`src/rtl/core/nrpf_pkg.sv`:
```
`default_nettype none
// ----------------------------------------------------------------------------
// nrpf_pkg
// Shared widths, command and selector codes, register indexes, FSM state and
// the control structs of the NAT record prefix and port filter.
// ----------------------------------------------------------------------------
package nrpf_pkg;

	localparam int ADDR_W     = 32;
	localparam int PORT_W     = 16;
	localparam int PROTO_W    = 8;
	localparam int EVT_W      = 8;
	localparam int CMD_W      = 2;
	localparam int SEL_W      = 3;
	localparam int LEN_W      = 6;
	localparam int NUM_PFX    = 3;
	localparam int NUM_PORT   = 3;
	localparam int NUM_LISTS  = NUM_PFX + NUM_PORT;
	localparam int CFG_IDX_W  = 2;
	localparam int CFG_DATA_W = 8;

	localparam logic [CMD_W-1:0] CMD_RECORD = 2'd0;
	localparam logic [CMD_W-1:0] CMD_LOAD   = 2'd1;
	localparam logic [CMD_W-1:0] CMD_CLEAR  = 2'd2;

	localparam logic [SEL_W-1:0] SEL_SRC_PFX  = 3'd0;
	localparam logic [SEL_W-1:0] SEL_NAT_PFX  = 3'd1;
	localparam logic [SEL_W-1:0] SEL_DST_PFX  = 3'd2;
	localparam logic [SEL_W-1:0] SEL_SRC_PORT = 3'd3;
	localparam logic [SEL_W-1:0] SEL_NAT_PORT = 3'd4;
	localparam logic [SEL_W-1:0] SEL_DST_PORT = 3'd5;

	localparam logic [CFG_IDX_W-1:0] REG_PROTO_EN  = 2'd0;
	localparam logic [CFG_IDX_W-1:0] REG_PROTO_VAL = 2'd1;
	localparam logic [CFG_IDX_W-1:0] REG_EVENT_EN  = 2'd2;
	localparam logic [CFG_IDX_W-1:0] REG_EVENT_VAL = 2'd3;

	localparam logic [LEN_W-1:0] LEN_HOST = 6'd32;

	typedef enum logic [1:0] {
		ST_IDLE,
		ST_SCAN,
		ST_DONE
	} state_t;

	typedef struct packed {
		logic               proto_en;
		logic [PROTO_W-1:0] proto_val;
		logic               event_en;
		logic [EVT_W-1:0]   event_val;
	} cfg_t;

	typedef struct packed {
		logic [NUM_LISTS-1:0] en;
		logic [ADDR_W-1:0]    net;
		logic [ADDR_W-1:0]    mask;
		logic [PORT_W-1:0]    port;
	} rule_wr_t;

	typedef struct packed {
		logic [NUM_PFX-1:0][ADDR_W-1:0]  net;
		logic [NUM_PFX-1:0][ADDR_W-1:0]  mask;
		logic [NUM_PORT-1:0][PORT_W-1:0] port;
	} rule_rd_t;

	// Length zero gives an empty mask, anything from 32 up a host mask.
	function automatic logic [ADDR_W-1:0] prefix_mask(input logic [LEN_W-1:0] len);
		logic [ADDR_W-1:0] m;
		if (len == '0) begin
			m = '0;
		end else if (len >= LEN_HOST) begin
			m = '1;
		end else begin
			m = ~({ADDR_W{1'b1}} >> len);
		end
		return m;
	endfunction

endpackage
`default_nettype wire

```
`src/rtl/core/nrpf_in_if.sv`:
```
`default_nettype none
// ----------------------------------------------------------------------------
// nrpf_in_if
// Input channel: records, rule loads and clears, valid/ready handshake.
// ----------------------------------------------------------------------------
interface nrpf_in_if;
	logic                         valid;
	logic                         ready;
	logic [nrpf_pkg::CMD_W-1:0]   cmd;
	logic [nrpf_pkg::ADDR_W-1:0]  src_addr;
	logic [nrpf_pkg::ADDR_W-1:0]  nat_addr;
	logic [nrpf_pkg::ADDR_W-1:0]  dst_addr;
	logic [nrpf_pkg::PORT_W-1:0]  src_port;
	logic [nrpf_pkg::PORT_W-1:0]  nat_port;
	logic [nrpf_pkg::PORT_W-1:0]  dst_port;
	logic [nrpf_pkg::PROTO_W-1:0] protocol;
	logic [nrpf_pkg::EVT_W-1:0]   event_type;
	logic [nrpf_pkg::SEL_W-1:0]   list_select;
	logic [nrpf_pkg::ADDR_W-1:0]  entry_value;
	logic [nrpf_pkg::LEN_W-1:0]   entry_prefix_len;

	modport source (
		output valid, cmd, src_addr, nat_addr, dst_addr, src_port, nat_port, dst_port,
		output protocol, event_type, list_select, entry_value, entry_prefix_len,
		input  ready
	);
	modport sink (
		input  valid, cmd, src_addr, nat_addr, dst_addr, src_port, nat_port, dst_port,
		input  protocol, event_type, list_select, entry_value, entry_prefix_len,
		output ready
	);
endinterface
`default_nettype wire

```
`src/rtl/core/nrpf_out_if.sv`:
```
`default_nettype none
// ----------------------------------------------------------------------------
// nrpf_out_if
// Output channel: one match verdict per record, valid/ready handshake.
// ----------------------------------------------------------------------------
interface nrpf_out_if;
	logic valid;
	logic ready;
	logic matched;

	modport source (output valid, matched, input ready);
	modport sink (input valid, matched, output ready);
endinterface
`default_nettype wire

```
`src/rtl/core/nrpf_ctrl.sv`:
```
`default_nettype none
// ----------------------------------------------------------------------------
// nrpf_ctrl
// List counts, load path, entry scan sequencer and verdict register.
// ----------------------------------------------------------------------------
module nrpf_ctrl #(
	parameter int DEPTH = 32,
	parameter int IDX_W = 5,
	parameter int CNT_W = 6
) (
	input  wire logic               clk,
	input  wire logic               arst_n,
	input  wire nrpf_pkg::cfg_t     cfg,
	nrpf_in_if.sink                 in_ch,
	nrpf_out_if.source              out_ch,
	output nrpf_pkg::rule_wr_t      wr,
	output logic [IDX_W-1:0]        wr_idx,
	output logic [IDX_W-1:0]        rd_addr,
	input  wire nrpf_pkg::rule_rd_t rd
);
	import nrpf_pkg::*;

	state_t               state_q, state_d;
	logic [CNT_W-1:0]     cnt_q [NUM_LISTS];
	logic [CNT_W-1:0]     max_q, issue_q, rd_idx_s1;
	logic                 rd_valid_s1;
	logic [ADDR_W-1:0]    rec_addr_q [NUM_PFX];
	logic [PORT_W-1:0]    rec_port_q [NUM_PORT];
	logic [PROTO_W-1:0]   proto_q;
	logic [EVT_W-1:0]     event_q;
	logic [NUM_LISTS-1:0] hit_q, hit_now;
	logic                 out_valid_q, matched_q;

	logic                 in_fire, out_free, issuing, last_rd, sel_ok, load_ok;
	logic                 is_record, is_load, is_clear, cfg_ok;
	logic [CNT_W-1:0]     max_cnt, cnt_sel;
	logic [ADDR_W-1:0]    ld_mask;

	assign in_fire   = in_ch.valid && in_ch.ready;
	assign out_free  = !out_valid_q || out_ch.ready;
	assign is_record = in_ch.cmd == CMD_RECORD;
	assign is_load   = in_ch.cmd == CMD_LOAD;
	assign is_clear  = in_ch.cmd == CMD_CLEAR;
	assign issuing   = (state_q == ST_SCAN) && (issue_q < max_q);
	assign last_rd   = rd_valid_s1 && (rd_idx_s1 == max_q - CNT_W'(1));
	assign rd_addr   = issue_q[IDX_W-1:0];

	always_comb begin
		max_cnt = '0;
		for (int k = 0; k < NUM_LISTS; k++) begin
			if (cnt_q[k] > max_cnt) begin
				max_cnt = cnt_q[k];
			end
		end
	end

	// Load path: append at the current fill of the chosen list.
	assign sel_ok  = in_ch.list_select < SEL_W'(NUM_LISTS);
	assign cnt_sel = sel_ok ? cnt_q[in_ch.list_select] : '0;
	assign load_ok = in_fire && is_load && sel_ok && (cnt_sel < CNT_W'(DEPTH));
	assign ld_mask = prefix_mask(in_ch.entry_prefix_len);

	always_comb begin
		wr.en = '0;
		if (load_ok) begin
			wr.en[in_ch.list_select] = 1'b1;
		end
		wr.mask = ld_mask;
		wr.net  = in_ch.entry_value & ld_mask;
		wr.port = in_ch.entry_value[PORT_W-1:0];
	end
	assign wr_idx = cnt_sel[IDX_W-1:0];

	// Entries at or past a list's fill do not count for it.
	always_comb begin
		for (int k = 0; k < NUM_PFX; k++) begin
			hit_now[k] = ((rec_addr_q[k] & rd.mask[k]) == rd.net[k]) &&
				(rd_idx_s1 < cnt_q[k]);
		end
		for (int k = 0; k < NUM_PORT; k++) begin
			hit_now[NUM_PFX+k] = (rec_port_q[k] == rd.port[k]) &&
				(rd_idx_s1 < cnt_q[NUM_PFX+k]);
		end
	end

	assign cfg_ok = (!cfg.proto_en || (cfg.proto_val == proto_q)) &&
		(!cfg.event_en || (cfg.event_val == event_q));

	always_comb begin
		state_d     = state_q;
		in_ch.ready = 1'b0;
		unique case (state_q)
			ST_IDLE: begin
				in_ch.ready = 1'b1;
				if (in_fire && is_record) begin
					state_d = (max_cnt == '0) ? ST_DONE : ST_SCAN;
				end
			end
			ST_SCAN: begin
				if (last_rd) begin
					state_d = ST_DONE;
				end
			end
			ST_DONE: begin
				if (out_free) begin
					state_d = ST_IDLE;
				end
			end
			default: state_d = ST_IDLE;
		endcase
	end

	always_ff @(posedge clk or negedge arst_n) begin
		if (!arst_n) begin
			state_q <= ST_IDLE;
		end else begin
			state_q <= state_d;
		end
	end

	always_ff @(posedge clk or negedge arst_n) begin
		if (!arst_n) begin
			for (int k = 0; k < NUM_LISTS; k++) begin
				cnt_q[k] <= '0;
			end
		end else if (in_fire && is_clear) begin
			for (int k = 0; k < NUM_LISTS; k++) begin
				cnt_q[k] <= '0;
			end
		end else if (load_ok) begin
			cnt_q[in_ch.list_select] <= cnt_sel + CNT_W'(1);
		end
	end

	always_ff @(posedge clk or negedge arst_n) begin
		if (!arst_n) begin
			issue_q     <= '0;
			max_q       <= '0;
			rd_valid_s1 <= 1'b0;
			rd_idx_s1   <= '0;
			out_valid_q <= 1'b0;
		end else begin
			rd_valid_s1 <= issuing;
			rd_idx_s1   <= issue_q;
			if (in_fire && is_record) begin
				issue_q <= '0;
				max_q   <= max_cnt;
			end else if (issuing) begin
				issue_q <= issue_q + CNT_W'(1);
			end
			if ((state_q == ST_DONE) && out_free) begin
				out_valid_q <= 1'b1;
			end else if (out_ch.ready) begin
				out_valid_q <= 1'b0;
			end
		end
	end

	// Record fields and running hits hold for the whole scan.
	always_ff @(posedge clk) begin
		if (in_fire && is_record) begin
			rec_addr_q[0] <= in_ch.src_addr;
			rec_addr_q[1] <= in_ch.nat_addr;
			rec_addr_q[2] <= in_ch.dst_addr;
			rec_port_q[0] <= in_ch.src_port;
			rec_port_q[1] <= in_ch.nat_port;
			rec_port_q[2] <= in_ch.dst_port;
			proto_q       <= in_ch.protocol;
			event_q       <= in_ch.event_type;
			for (int k = 0; k < NUM_LISTS; k++) begin
				hit_q[k] <= cnt_q[k] == '0;
			end
		end else if ((state_q == ST_SCAN) && rd_valid_s1) begin
			hit_q <= hit_q | hit_now;
		end
		if ((state_q == ST_DONE) && out_free) begin
			matched_q <= (&hit_q) && cfg_ok;
		end
	end

	assign out_ch.valid   = out_valid_q;
	assign out_ch.matched = matched_q;

	a_rd_in_scan: assert property (@(posedge clk) disable iff (!arst_n)
		rd_valid_s1 |-> (state_q == ST_SCAN))
		else $error("read data returned outside a scan");

	a_issue_bound: assert property (@(posedge clk) disable iff (!arst_n)
		(state_q == ST_SCAN) |-> (issue_q <= max_q))
		else $error("scan issued past the longest list");

	a_done_idle: assert property (@(posedge clk) disable iff (!arst_n)
		((state_q == ST_DONE) && out_free) |=> (out_valid_q && (state_q == ST_IDLE)))
		else $error("verdict not posted on scan completion");

	a_scan_ends: assert property (@(posedge clk) disable iff (!arst_n)
		last_rd |=> (state_q == ST_DONE))
		else $error("scan did not close on its last entry");

endmodule
`default_nettype wire

```
`src/flat_wrapper.sv`:
```
// flat-port wrapper written by rule: the top's interface ports become plain ports
module nrpf_ctrl_flat import nrpf_pkg::*;
#(
	parameter int DEPTH = 32,
	parameter int IDX_W = 5,
	parameter int CNT_W = 6
)
  (clk, arst_n, cfg, wr, wr_idx, rd_addr, rd, in_ch_valid, in_ch_cmd, in_ch_src_addr, in_ch_nat_addr, in_ch_dst_addr, in_ch_src_port, in_ch_nat_port, in_ch_dst_port, in_ch_protocol, in_ch_event_type, in_ch_list_select, in_ch_entry_value, in_ch_entry_prefix_len, in_ch_ready, out_ch_valid, out_ch_matched, out_ch_ready);
  nrpf_in_if in_ch_i ();
  nrpf_out_if out_ch_i ();
  input  wire logic clk;
  input  wire logic arst_n;
  input  wire nrpf_pkg::cfg_t cfg;
  output nrpf_pkg::rule_wr_t wr;
  output logic [IDX_W-1:0] wr_idx;
  output logic [IDX_W-1:0] rd_addr;
  input  wire nrpf_pkg::rule_rd_t rd;
  input wire logic [$bits(in_ch_i.valid)-1:0] in_ch_valid;
  input wire logic [$bits(in_ch_i.cmd)-1:0] in_ch_cmd;
  input wire logic [$bits(in_ch_i.src_addr)-1:0] in_ch_src_addr;
  input wire logic [$bits(in_ch_i.nat_addr)-1:0] in_ch_nat_addr;
  input wire logic [$bits(in_ch_i.dst_addr)-1:0] in_ch_dst_addr;
  input wire logic [$bits(in_ch_i.src_port)-1:0] in_ch_src_port;
  input wire logic [$bits(in_ch_i.nat_port)-1:0] in_ch_nat_port;
  input wire logic [$bits(in_ch_i.dst_port)-1:0] in_ch_dst_port;
  input wire logic [$bits(in_ch_i.protocol)-1:0] in_ch_protocol;
  input wire logic [$bits(in_ch_i.event_type)-1:0] in_ch_event_type;
  input wire logic [$bits(in_ch_i.list_select)-1:0] in_ch_list_select;
  input wire logic [$bits(in_ch_i.entry_value)-1:0] in_ch_entry_value;
  input wire logic [$bits(in_ch_i.entry_prefix_len)-1:0] in_ch_entry_prefix_len;
  output wire logic [$bits(in_ch_i.ready)-1:0] in_ch_ready;
  output wire logic [$bits(out_ch_i.valid)-1:0] out_ch_valid;
  output wire logic [$bits(out_ch_i.matched)-1:0] out_ch_matched;
  input wire logic [$bits(out_ch_i.ready)-1:0] out_ch_ready;
  assign in_ch_i.valid = in_ch_valid;
  assign in_ch_i.cmd = in_ch_cmd;
  assign in_ch_i.src_addr = in_ch_src_addr;
  assign in_ch_i.nat_addr = in_ch_nat_addr;
  assign in_ch_i.dst_addr = in_ch_dst_addr;
  assign in_ch_i.src_port = in_ch_src_port;
  assign in_ch_i.nat_port = in_ch_nat_port;
  assign in_ch_i.dst_port = in_ch_dst_port;
  assign in_ch_i.protocol = in_ch_protocol;
  assign in_ch_i.event_type = in_ch_event_type;
  assign in_ch_i.list_select = in_ch_list_select;
  assign in_ch_i.entry_value = in_ch_entry_value;
  assign in_ch_i.entry_prefix_len = in_ch_entry_prefix_len;
  assign in_ch_ready = in_ch_i.ready;
  assign out_ch_valid = out_ch_i.valid;
  assign out_ch_matched = out_ch_i.matched;
  assign out_ch_i.ready = out_ch_ready;
  nrpf_ctrl #(.DEPTH(DEPTH), .IDX_W(IDX_W), .CNT_W(CNT_W)) u_core (.clk(clk), .arst_n(arst_n), .cfg(cfg), .in_ch(in_ch_i), .out_ch(out_ch_i), .wr(wr), .wr_idx(wr_idx), .rd_addr(rd_addr), .rd(rd));
endmodule
```
`config.mk`:
```
export PLATFORM = sky130hd
export DESIGN_NAME = nrpf_ctrl_flat
export DESIGN_NICKNAME = d
export VERILOG_FILES = /design/src/rtl/core/nrpf_pkg.sv /design/src/rtl/core/nrpf_in_if.sv /design/src/rtl/core/nrpf_out_if.sv /design/src/rtl/core/nrpf_ctrl.sv /design/src/flat_wrapper.sv
export SDC_FILE = /design/constraint.sdc
export NUM_CORES = 1
export LEC_CHECK = 0
export BUFFER_PORTS_ARGS = -buffer_cell sky130_fd_sc_hd__buf_4
export CELL_PAD_IN_SITES_DETAIL_PLACEMENT = 1
export CELL_PAD_IN_SITES_GLOBAL_PLACEMENT = 2
export CORE_ASPECT_RATIO = 1.2
export CORE_UTILIZATION = 26
export DETAILED_ROUTE_END_ITERATION = 6
export PLACE_DENSITY_LB_ADDON = 0.1
export SLEW_MARGIN = 10
export SYNTH_ARGS = -nofsm -noshare
export SYNTH_HDL_FRONTEND = slang
export SYNTH_SLANG_ARGS = --single-unit
```
`constraint.sdc`:
```
create_clock -name clk -period 8.01 [get_ports clk]
set_input_delay 1.602 -clock clk [delete_from_list [all_inputs] [get_ports clk]]
set_output_delay 1.602 -clock clk [all_outputs]
set_load 0.05 [all_outputs]
```
# Word-level counts from Yosys, hierarchy flattened
# Memory sizes are Yosys's and may differ from the RTL's.
# Cells that the tools add are included.
[classes]
add_sub_neg = 3
magnitude_cmp = 20
n_eq_ne = 16
shifts = 1
n_mux = 34
bitwise = 7
reduce_logical = 42
[ops]
columns = ["op", "count"]
rows = [
  ["$and 32x32->32", 4],
  ["$eq 32x32->1", 3],
  ["$mux 6", 15],
  ["$mux 36", 2],
  ["$mux 32", 2],
  ["$eq 16x16->1", 3],
  ["$logic_not 6->1", 8],
  ["$lt 6x6->1", 7],
  ["$bwmux 36", 1],
  ["$not 32->32", 1],
  ["$shr 32x6->32 const A", 1],
  ["$gt 6x6->1", 5],
  ["$logic_and 1x1->1", 20],
  ["$bmux 6 s3", 1],
  ["$demux 6 s3", 1],
  ["$eq 8x8->1", 2],
  ["$add 6x1->6 const B", 2],
  ["$mux 2", 4],
  ["$reduce_bool 2->1", 4],
  ["$eq 6x6->1", 1],
  ["$ge 6x6->1 const B", 1],
  ["$gt 6x1->1 const B", 1],
  ["$lt 6x6->1 const B", 1],
  ["$mux 1", 6],
  ["other kinds (18)", 27],
]
[word_totals]
regBits = 81
ram_bits = 144
inputBits = 465
output_inout_bits = 99
word_cells = 141
memories = 2
[mem_list]
columns = ["name", "depth", "word_bits", "rd", "rd_ports_with_merged_regs", "write_ports", "line_no", "source"]
rows = [
  ["u_core.rec_addr_q", 3, 32, 3, 0, 3, "nrpf_ctrl.sv:27", "logic [ADDR_W-1:0] rec_addr_q [NUM_PFX];"],
  ["u_core.rec_port_q", 3, 16, 3, 0, 3, "nrpf_ctrl.sv:28", "logic [PORT_W-1:0] rec_port_q [NUM_PORT];"],
]

# Longest topological paths before layout
# Gate-level depths: netlist (run 1).
[depth]
depth_word = 16
mapped_depth = 48
ltp_nobuf = 44

# Least setup slack after synthesis (run 1)
# No wires, ideal clock.
[synth_timing]
path_type = "register to register"
from = "register u_core.cnt_q[33] (netlist bit)"
to = "register u_core.state_q[1]"
t_arrival_ps = 8536
required_ps = 7946
slack_ps = -590
path_stages_with_launch = 46
path_buffers = 5
synth_period_minus_slack_ps = 8600
cell_sequence = "dfrtp_1 > clkbuf_1 > inv_1 > ha_1 > nand4_2 > o21ba_2 > or3_1 > nand2_1 > a21oi_1 > ha_1 > o41ai_1 > a211o_1 > or3b_1 > buf_6 > o31a_1 > buf_2 > mux2i_1 > inv_1 > [... 10 more ...] > and3_1 > and3_1 > a22o_1 > o221ai_2 > o211ai_4 > o21ai_0 > ha_1 > nor2b_1 > o21a_1 > o21ai_0 > nand2b_1 > a21oi_1 > nor2b_1 > o22ai_1 > clkbuf_1 > a21oi_1 > a2111oi_4 > a21o_1"
[synth_via]
elab_chain_cells = 16
[synth_rtl]
columns = ["item", "line_no", "source"]
rows = [
  ["start, declared", "nrpf_ctrl.sv:24", "logic [CNT_W-1:0] cnt_q [NUM_LISTS];"],
  ["start signal, assigned by index", "nrpf_ctrl.sv:131", "cnt_q[in_ch.list_select] <= cnt_sel + CNT_W'(1);"],
  ["$gt 6x1->1", "nrpf_ctrl.sv:51", "if (cnt_q[k] > max_cnt) begin"],
  ["$mux 6 *", "nrpf_ctrl.sv:51", ""],
  ["$gt 6x6->1", "nrpf_ctrl.sv:51", ""],
  ["$mux 6 *", "nrpf_ctrl.sv:51", ""],
  ["$gt 6x6->1", "nrpf_ctrl.sv:51", ""],
  ["$mux 6 *", "nrpf_ctrl.sv:51", ""],
  ["$gt 6x6->1", "nrpf_ctrl.sv:51", ""],
  ["$mux 6 *", "nrpf_ctrl.sv:51", ""],
  ["$gt 6x6->1", "nrpf_ctrl.sv:51", ""],
  ["$mux 6 *", "nrpf_ctrl.sv:51", ""],
  ["$gt 6x6->1", "nrpf_ctrl.sv:51", ""],
  ["$mux 6 *", "nrpf_ctrl.sv:51", ""],
  ["$logic_not 6->1 *", "nrpf_ctrl.sv:96", "state_d = (max_cnt == '0) ? ST_DONE : ST_SCAN;"],
  ["$mux 2 *", "nrpf_ctrl.sv:96", ""],
  ["$mux 2 *", "nrpf_ctrl.sv:95", "if (in_fire && is_record) begin"],
  ["$pmux 2 s3 *", "nrpf_ctrl.sv:92", "unique case (state_q)"],
  ["end signal, assigned", "nrpf_ctrl.sv:117", "state_q <= state_d;"],
  ["end, declared", "nrpf_ctrl.sv:23", "state_t state_q, state_d;"],
]
# Every way passes the cells marked *; elsewhere a longest branch is shown, timed or not. The select of a mux whose other input is x is not followed.
# A chain may end at the register's enable or synchronous reset.

# Worst setup path after layout (run 1)
[layout_timing]
from = "register u_core.cnt_q[31] (netlist bit)"
to = "register u_core.state_q[1]"
# The elaborated chain is that of the path after synthesis.

==> results of run 1 <==
==> synth_stat cells, drive strengths merged (8+ instances only) <==
library cell  instances  area share (%)
nor2b                17            0.82
buf                  25             1.5
nand3                46             1.8
nor3                 22            0.89
xor2                107             7.2
nand4                32             1.6
nor2                 36             1.1
nand2               164             4.7
a21o                 11            0.64
a21oi                41             1.6
xnor2                73             4.9
o21ai                80             3.1
nand2b               18            0.87
clkbuf               33            0.95
edfxtp              167              39
ha                   61             5.9
inv                  78             2.3
and2                 34             1.7
mux2i                19             1.5
dfrtp                58              11
nor4                 31             1.5
o22ai                 8            0.38
==> metrics by stage <==
stage	util (%)	hold slack, ns	setup slack (ns)
after global placement	36.9	0.476	0.0383
after floorplan	-	0.388	0.00304
after global routing	39.4	0.497	-0.263
after CTS	38.7	0.484	0.0308
final	39.4	0.489	0.0649
after detailed placement	36.9	0.470	-0.151
==> area by class of cell <==
class,instances,area [µm²]
clock buffers,39,741
repair buffers,634,4770
well taps,637,797
diodes,6,15.0
clock inverters,8,71.3
inverters,78,298
flip-flops and latches,225,6470
multi-input cells,874,6240
fillers,5655,29800
==> state kept, by name, indices dropped and copies added (netlist names) <==
| name | flops |
|---|---|
| u_core.rd_valid_s1 | 1 |
| u_core.event_q | 8 |
| u_core.cnt_q | 36 |
| u_core.issue_q | 6 |
| u_core.out_ch.matched | 1 |
| u_core.rec_port_q | 48 |
| u_core.rd_idx_s1 | 6 |
| u_core.rec_addr_q | 96 |
| u_core.state_q | 2 |
| u_core.max_q | 6 |
| u_core.hit_q | 6 |
| u_core.proto_q | 8 |
| u_core.out_ch.valid | 1 |
==> routing by layer <==
| layer | vias to the layer above | global-route usage [%] | part of all wire (%) |
|---|---|---|---|
| met2 | 383 | 42.5 | 54 |
| li1 | 5573 | - | - |
| met1 | 5666 | 23.6 | 37 |
| met5 | - | 0 | 0.038 |
| met3 | 60 | 5.82 | 7.2 |
| met4 | 4 | 5.84 | 1.9 |
==> critical path: cells and delay by family, from the launching register on <==
kind,cells,cell delay (ns)
muxes,3,0.75
adders and majority gates,5,1.30
DFF,1,0.35
and+or+nand+nor,14,2.28
AOI/OAI and AO/OA,17,2.84
buffers and inverters,3,0.31
==> cells by family (layout without fill, tap and decap cells) <==
| logic type | after synthesis | count (layout) | synth area share (%) |
|---|---|---|---|
| AO/OA/AOI/OAI | 188 | 189 | 9.15 |
| buffers and inverters | 136 | 759 | 4.69 |
| other | 0 | 6 | 0 |
| flip-flops | 225 | 225 | 49.7 |
| multiplexers | 27 | 27 | 2.50 |
| XOR/XNOR | 180 | 180 | 12.1 |
| AND/OR/NAND/NOR | 414 | 414 | 15.7 |
| adder cells (fa/ha/maj) | 64 | 64 | 6.11 |
==> final timing paths <==
kind | startpoint | endpoint | slack (ns) | cells past startpoint
setup / recovery | u_core.cnt_q[31] | u_core.state_q[1] | 0.06 | 42
hold / removal | u_core.issue_q[5] | u_core.rd_idx_s1[5] | 0.49 | 0
setup reg to reg | u_core.cnt_q[31] | u_core.state_q[1] | 0.06 | 42
hold reg to reg | u_core.issue_q[5] | u_core.rd_idx_s1[5] | 0.49 | 0
max in group asynchronous | arst_n | u_core.cnt_q[35] | 6.31 | 1
min in group asynchronous | arst_n | u_core.cnt_q[5] | 1.15 | 1
==> power breakdown <==
group	total, µW	switching [µW]	internal, µW
clock network	1170	502	670
logic	2180	1080	1100
registers	1420	77.6	1340
total	4770	1660	3110
==> what timing repair did <==
action / 4_1_cts / 5_1_grt
pin swaps: 7 / 34
resized for setup: 13 / 49
gates cloned: 1 / 0
buffers inserted: 2 / 10
setup endpoints to repair: 6 / 8
==> impl_metrics.py, run 1 <==
metrics = {
    "status": {
        "run_status": "completed",
    },
    "min_path": {
        "min-delay-path-class": "reg2reg",
    },
    "layout": {
        "post_route_cells_drive_above_1_share_pct": 39.9,
        "num-nets-final": 2366,
        "finish.cell_count_without_fillers": 2501,
        "post-route-cell-area_um2": 19400,
        "layout.cells.most_common_list": "buf_4 (631), edfxtp_1 (167), nand2_1 (162)",
        "most_common_library_cell_in_the_layout_ignoring_fill_and_taps": "buf_4",
        "layout-area-overhead-vs-synth_pct": 49.2,
    },
    "logic_synthesis": {
        "ys.warnings.count": 0,
        "netlist-cell-type-count": 69,
        "synth-seq-area-share_pct": 49.7,
        "syn-mean-instance-area_um2": 10.5,
        "post_synthesis_cell_area_um2": 13000,
        "synth-main-ff-cell": "edfxtp_1",
        "syn_nets": 1760,
        "edff_count_synth": 167,
        "yosys_register_bits": 225,
        "async_reset_ff_share_pct": 25.8,
        "postSynthCellCount": 1234,
    },
    "sta": {
        "fmaxAchievable_ghz": 0.126,
        "totalNegativeSetupSlack_ns": 0,
        "report.final.hold_viol_count": 0,
        "final.setup_skew_ns": 0.0109,
        "worst_pin_slew_ns": 1.08,
        "grt_setup_unrepaired": "yes",
        "setup_viol": 0,
        "max_slew_headroom_pct": 28.3,
        "slew_violations": 0,
        "period_needed_ns": 7.95,
        "min_period_over_period_pct": 99.2,
    },
    "placed_design": {
        "place_hpwl_um": 48100,
        "placed_cells_incl_taps": 2435,
        "gp_congestion": 0.877,
        "cell_area_reported_after_detailed_placement_um2": 18200,
        "buffer_ports.inserted": 563,
    },
    "critical_path": {
        "cp-start-kind": "flop",
        "kind_of_critical_path": "reg2reg",
        "critPathMaxStageDelay_ns": 0.42,
        "peak_fanout_along_the_critical_path": 5,
        "worst_setup_path_end_kind": "flop",
        "crit_path_top_delay_cell": "or3b_4",
        "cp_data_required_time_ns": 8.45,
        "critical_path_arrival_ns": 8.38,
    },
    "floorplanning": {
        "io_pins": 564,
        "placeableCoreArea_um2": 49200,
        "full_die_area_um2": 50900,
        "rows": 89,
        "die_width_um": 206,
        "initial_core_util_pct": 26.4,
        "die_h_um": 247,
    },
    "job": {
        "cap_viol_max_count": 0,
    },
    "routing": {
        "detailroute.via_count": 11700,
        "antenna_left": 0,
        "drt_first_iter_violations": 453,
        "drt_drc_violations_left": 0,
        "routed_wirelength_um": 57200,
        "vias_per_cell": 4.67,
        "drt_pre_antenna_iters": 4,
        "wire_per_inst_um": 22.9,
    },
    "clock_network": {
        "cts_inserted_buffers": 27,
        "cts_buffer_depth": 3,
        "ctsHtreeMaxLevel": 1,
        "clock-root-buffer": "clkbuf_16",
        "cts_tree": "built",
        "cts-hold-fix-buffers": 0,
        "tritoncts_num_sinks": 225,
        "worst_skew_pair.late_latency_ns": 0.55,
        "clkTransAtPathRegs_ns": 0.06,
    },
    "global_routing": {
        "grt_start_max_net_pins": 81,
        "grt_antenna_before_repair": 8,
        "tot_gr_track_use_pct": 22.2,
        "vias_in_the_first_global_route": 12800,
        "grt-ovfl-total": 0,
        "first_pass_grt_wire_length_um": 82500,
    },
    "power": {
        "peakVddDrop_mv": 0.221,
        "power-per-cell-area_nw_per_um2": 246,
        "static-leakage-power_uw": 0.00829,
        "totalPowerFinal_uw": 4770,
    },
}
No activity file was read; power rests on OpenSTA's default activity.
==> inputs of run 2 (changes only) <==
- CAP_MARGIN: not set -> 25
- CORE_MARGIN: not set -> 2
==> run 2 against run 1 <==
Critical path depth is 2 higher. Sequential cell count stayed put. Power is 1.8% higher. Final area is 0.86% higher. Sequential power hardly changed. Core utilization is 0.25 points higher. Global-route usage is 0.77 points lower. Cell count is 0.16% higher. Hold slack worse by 0.049 ns. Largest power group unchanged.
==> impl_metrics.py, run 2 (same netlist as run 1, synthesis figures left out) <==
metrics = {
    "sta": {
        "final.setup_skew_ns": 0.00991,
        "setup_viol": 0,
        "slew_violations": 0,
        "worst_slack_ns": 0.0147,
        "max_slew_headroom_pct": 36.1,
        "period_needed_ns": 8.00,
        "report.final.hold_viol_count": 0,
        "hold_ws_ns": 0.439,
        "fmaxAchievable_ghz": 0.125,
        "grt_setup_unrepaired": "yes",
        "min_period_over_period_pct": 99.8,
        "worst_pin_slew_ns": 0.952,
    },
    "routing": {
        "drt_pre_antenna_iters": 4,
        "vias_per_cell": 4.68,
        "drt_drc_violations_left": 0,
        "detailroute.via_count": 11700,
        "wire_per_inst_um": 23.0,
        "routed_wirelength_um": 57500,
        "drt_first_iter_violations": 461,
        "antenna_left": 0,
    },
    "clock_network": {
        "ctsHtreeMaxLevel": 1,
        "worst_skew_pair.late_latency_ns": 0.56,
        "cts_tree": "built",
        "cts_inserted_buffers": 28,
        "clock-root-buffer": "clkbuf_16",
        "clkTransAtPathRegs_ns": 0.06,
        "tritoncts_num_sinks": 225,
        "cts_buffer_depth": 3,
        "cts-hold-fix-buffers": 0,
    },
    "global_routing": {
        "global_route.usage.met3_pct": 5.74,
        "grt-ovfl-total": 0,
        "grt_start_max_net_pins": 94,
        "global_route.usage.met2_pct": 42.0,
        "top_usage_layer": "met2",
        "grt_antenna_before_repair": 6,
        "tot_gr_track_use_pct": 21.5,
        "vias_in_the_first_global_route": 12700,
        "globalRouteMet1Util_pct": 22.9,
        "first_pass_grt_wire_length_um": 83100,
    },
    "layout": {
        "most_common_library_cell_in_the_layout_ignoring_fill_and_taps": "buf_4",
        "layout-area-overhead-vs-synth_pct": 50.5,
        "layout.cells.most_common_list": "buf_4 (633), edfxtp_1 (167), nand2_1 (162)",
        "finish.cell_count_without_fillers": 2505,
        "largest_register_ffs": 96,
        "top_register": "u_core.rec_addr_q",
        "num-nets-final": 2369,
        "top_regs": "u_core.rec_addr_q: 96 flops, u_core.rec_port_q: 48 flops, u_core.cnt_q: 36 flops",
        "post_route_cells_drive_above_1_share_pct": 40.5,
    },
    "floorplanning": {
        "placeableCoreArea_um2": 49300,
        "initial_core_util_pct": 26.4,
        "die_width_um": 208,
        "io_pins": 564,
        "full_die_area_um2": 51800,
        "die_h_um": 249,
        "rows": 89,
    },
    "min_path": {
        "hold-path-cell-count": 0,
        "worstHoldEndpoint": "u_core.rd_idx_s1[5]",
        "hold_path.startpoint": "u_core.issue_q[5]",
        "min-delay-path-class": "reg2reg",
    },
    "power": {
        "peakVddDrop_mv": 0.290,
        "static-leakage-power_uw": 0.00835,
        "power-per-cell-area_nw_per_um2": 248,
    },
    "placed_design": {
        "buffer_ports.inserted": 563,
        "gp_congestion": 0.880,
        "place_hpwl_um": 47800,
        "placed_cells_incl_taps": 2433,
        "place_ws_ns": -0.212,
    },
    "critical_path": {
        "cp-start-kind": "flop",
        "critPathTopFamily": "compound AO/OA/AOI/OAI gates",
        "critical_path_buf_inv_count": 5,
        "worst_setup_path_end_kind": "flop",
        "cp_data_required_time_ns": 8.44,
        "crit_path_frequent_cell": "ha_4",
        "ff2ff_setup_slack_ns": 0.01,
        "worstRegToRegCells": 44,
        "critical_path_arrival_ns": 8.42,
        "r2r-end": "u_core.state_q[0]",
        "peak_fanout_along_the_critical_path": 8,
        "critPathMaxStageDelay_ns": 0.44,
        "timing.rr.start": "u_core.cnt_q[31]",
        "kind_of_critical_path": "reg2reg",
        "crit_path_top_delay_cell": "or3b_4",
    },
    "status": {
        "run_status": "completed",
    },
    "job": {
        "cap_viol_max_count": 0,
    },
}
run 2: cell types whose count changed in the layout (fill, tap and decap cells not counted), moves of 3 or more:
cell,delta
clkbuf_1,-6
clkinv_1,+6
clkinv_2,+3
diode_2,-3
ha_1,-4
ha_4,+4
mux2i_2,+3
o21ai_0,+3
o21ai_1,-3
run 2: cell type report:
type / count / area (µm²)
Fill cell: 5549 / 29800
Sequential cell: 225 / 6470
Multi-Input combinational cell: 873 / 6300
Timing Repair Buffer: 637 / 4790
Tap cell: 637 / 797
Clock buffer: 33 / 741
Inverter: 78 / 298
Clock inverter: 19 / 168
Antenna cell: 3 / 7.51
run 2: worst max path at each step:
stage	startpoint	endpoint	slack, ns	depth (start not counted)
global route	u_core.cnt_q[31]	u_core.state_q[0]	-0.32	44
floorplan	u_core.cnt_q[33]	u_core.state_q[0]	0.003	46
global placement	u_core.cnt_q[25]	u_core.state_q[1]	0.05	43
detailed placement	u_core.cnt_q[25]	u_core.state_q[0]	-0.21	42
CTS	u_core.cnt_q[25]	u_core.state_q[0]	0.006	41
finish	u_core.cnt_q[31]	u_core.state_q[0]	0.01	44
run 2: per-stage QoR:
step                      instance area, µm²  TNS [ns]  total power [µW]  utilization [%]
after floorplan                        13000         0              2660                -
after detailed placement               18200    -0.665              3290             36.8
after global placement                 18200         0              3260             36.8
after global routing                   19600     -1.65              5130             39.7
final                                  19600         0              4860             39.7
after CTS                              19100         0              4660             38.8
run 2: routing by layer:
layer	up-vias	wire length [µm]
met2	398	31400
met3	60	4090
li1	5566	-
met5	-	40
met4	6	923
met1	5690	21000
run 2: power by group:
| part | internal, µW | switching (µW) |
|---|---|---|
| combinational | 1090 | 1070 |
| sequential | 1340 | 77.5 |
| clock | 753 | 526 |
run 2: repair_timing:
item / CTS / global route
endpoints found under the hold margin: 0 / 0
endpoints found under the setup margin: 8 / 8
resized for setup: 11 / 57
buffers inserted: 2 / 15
pin swaps: 6 / 33
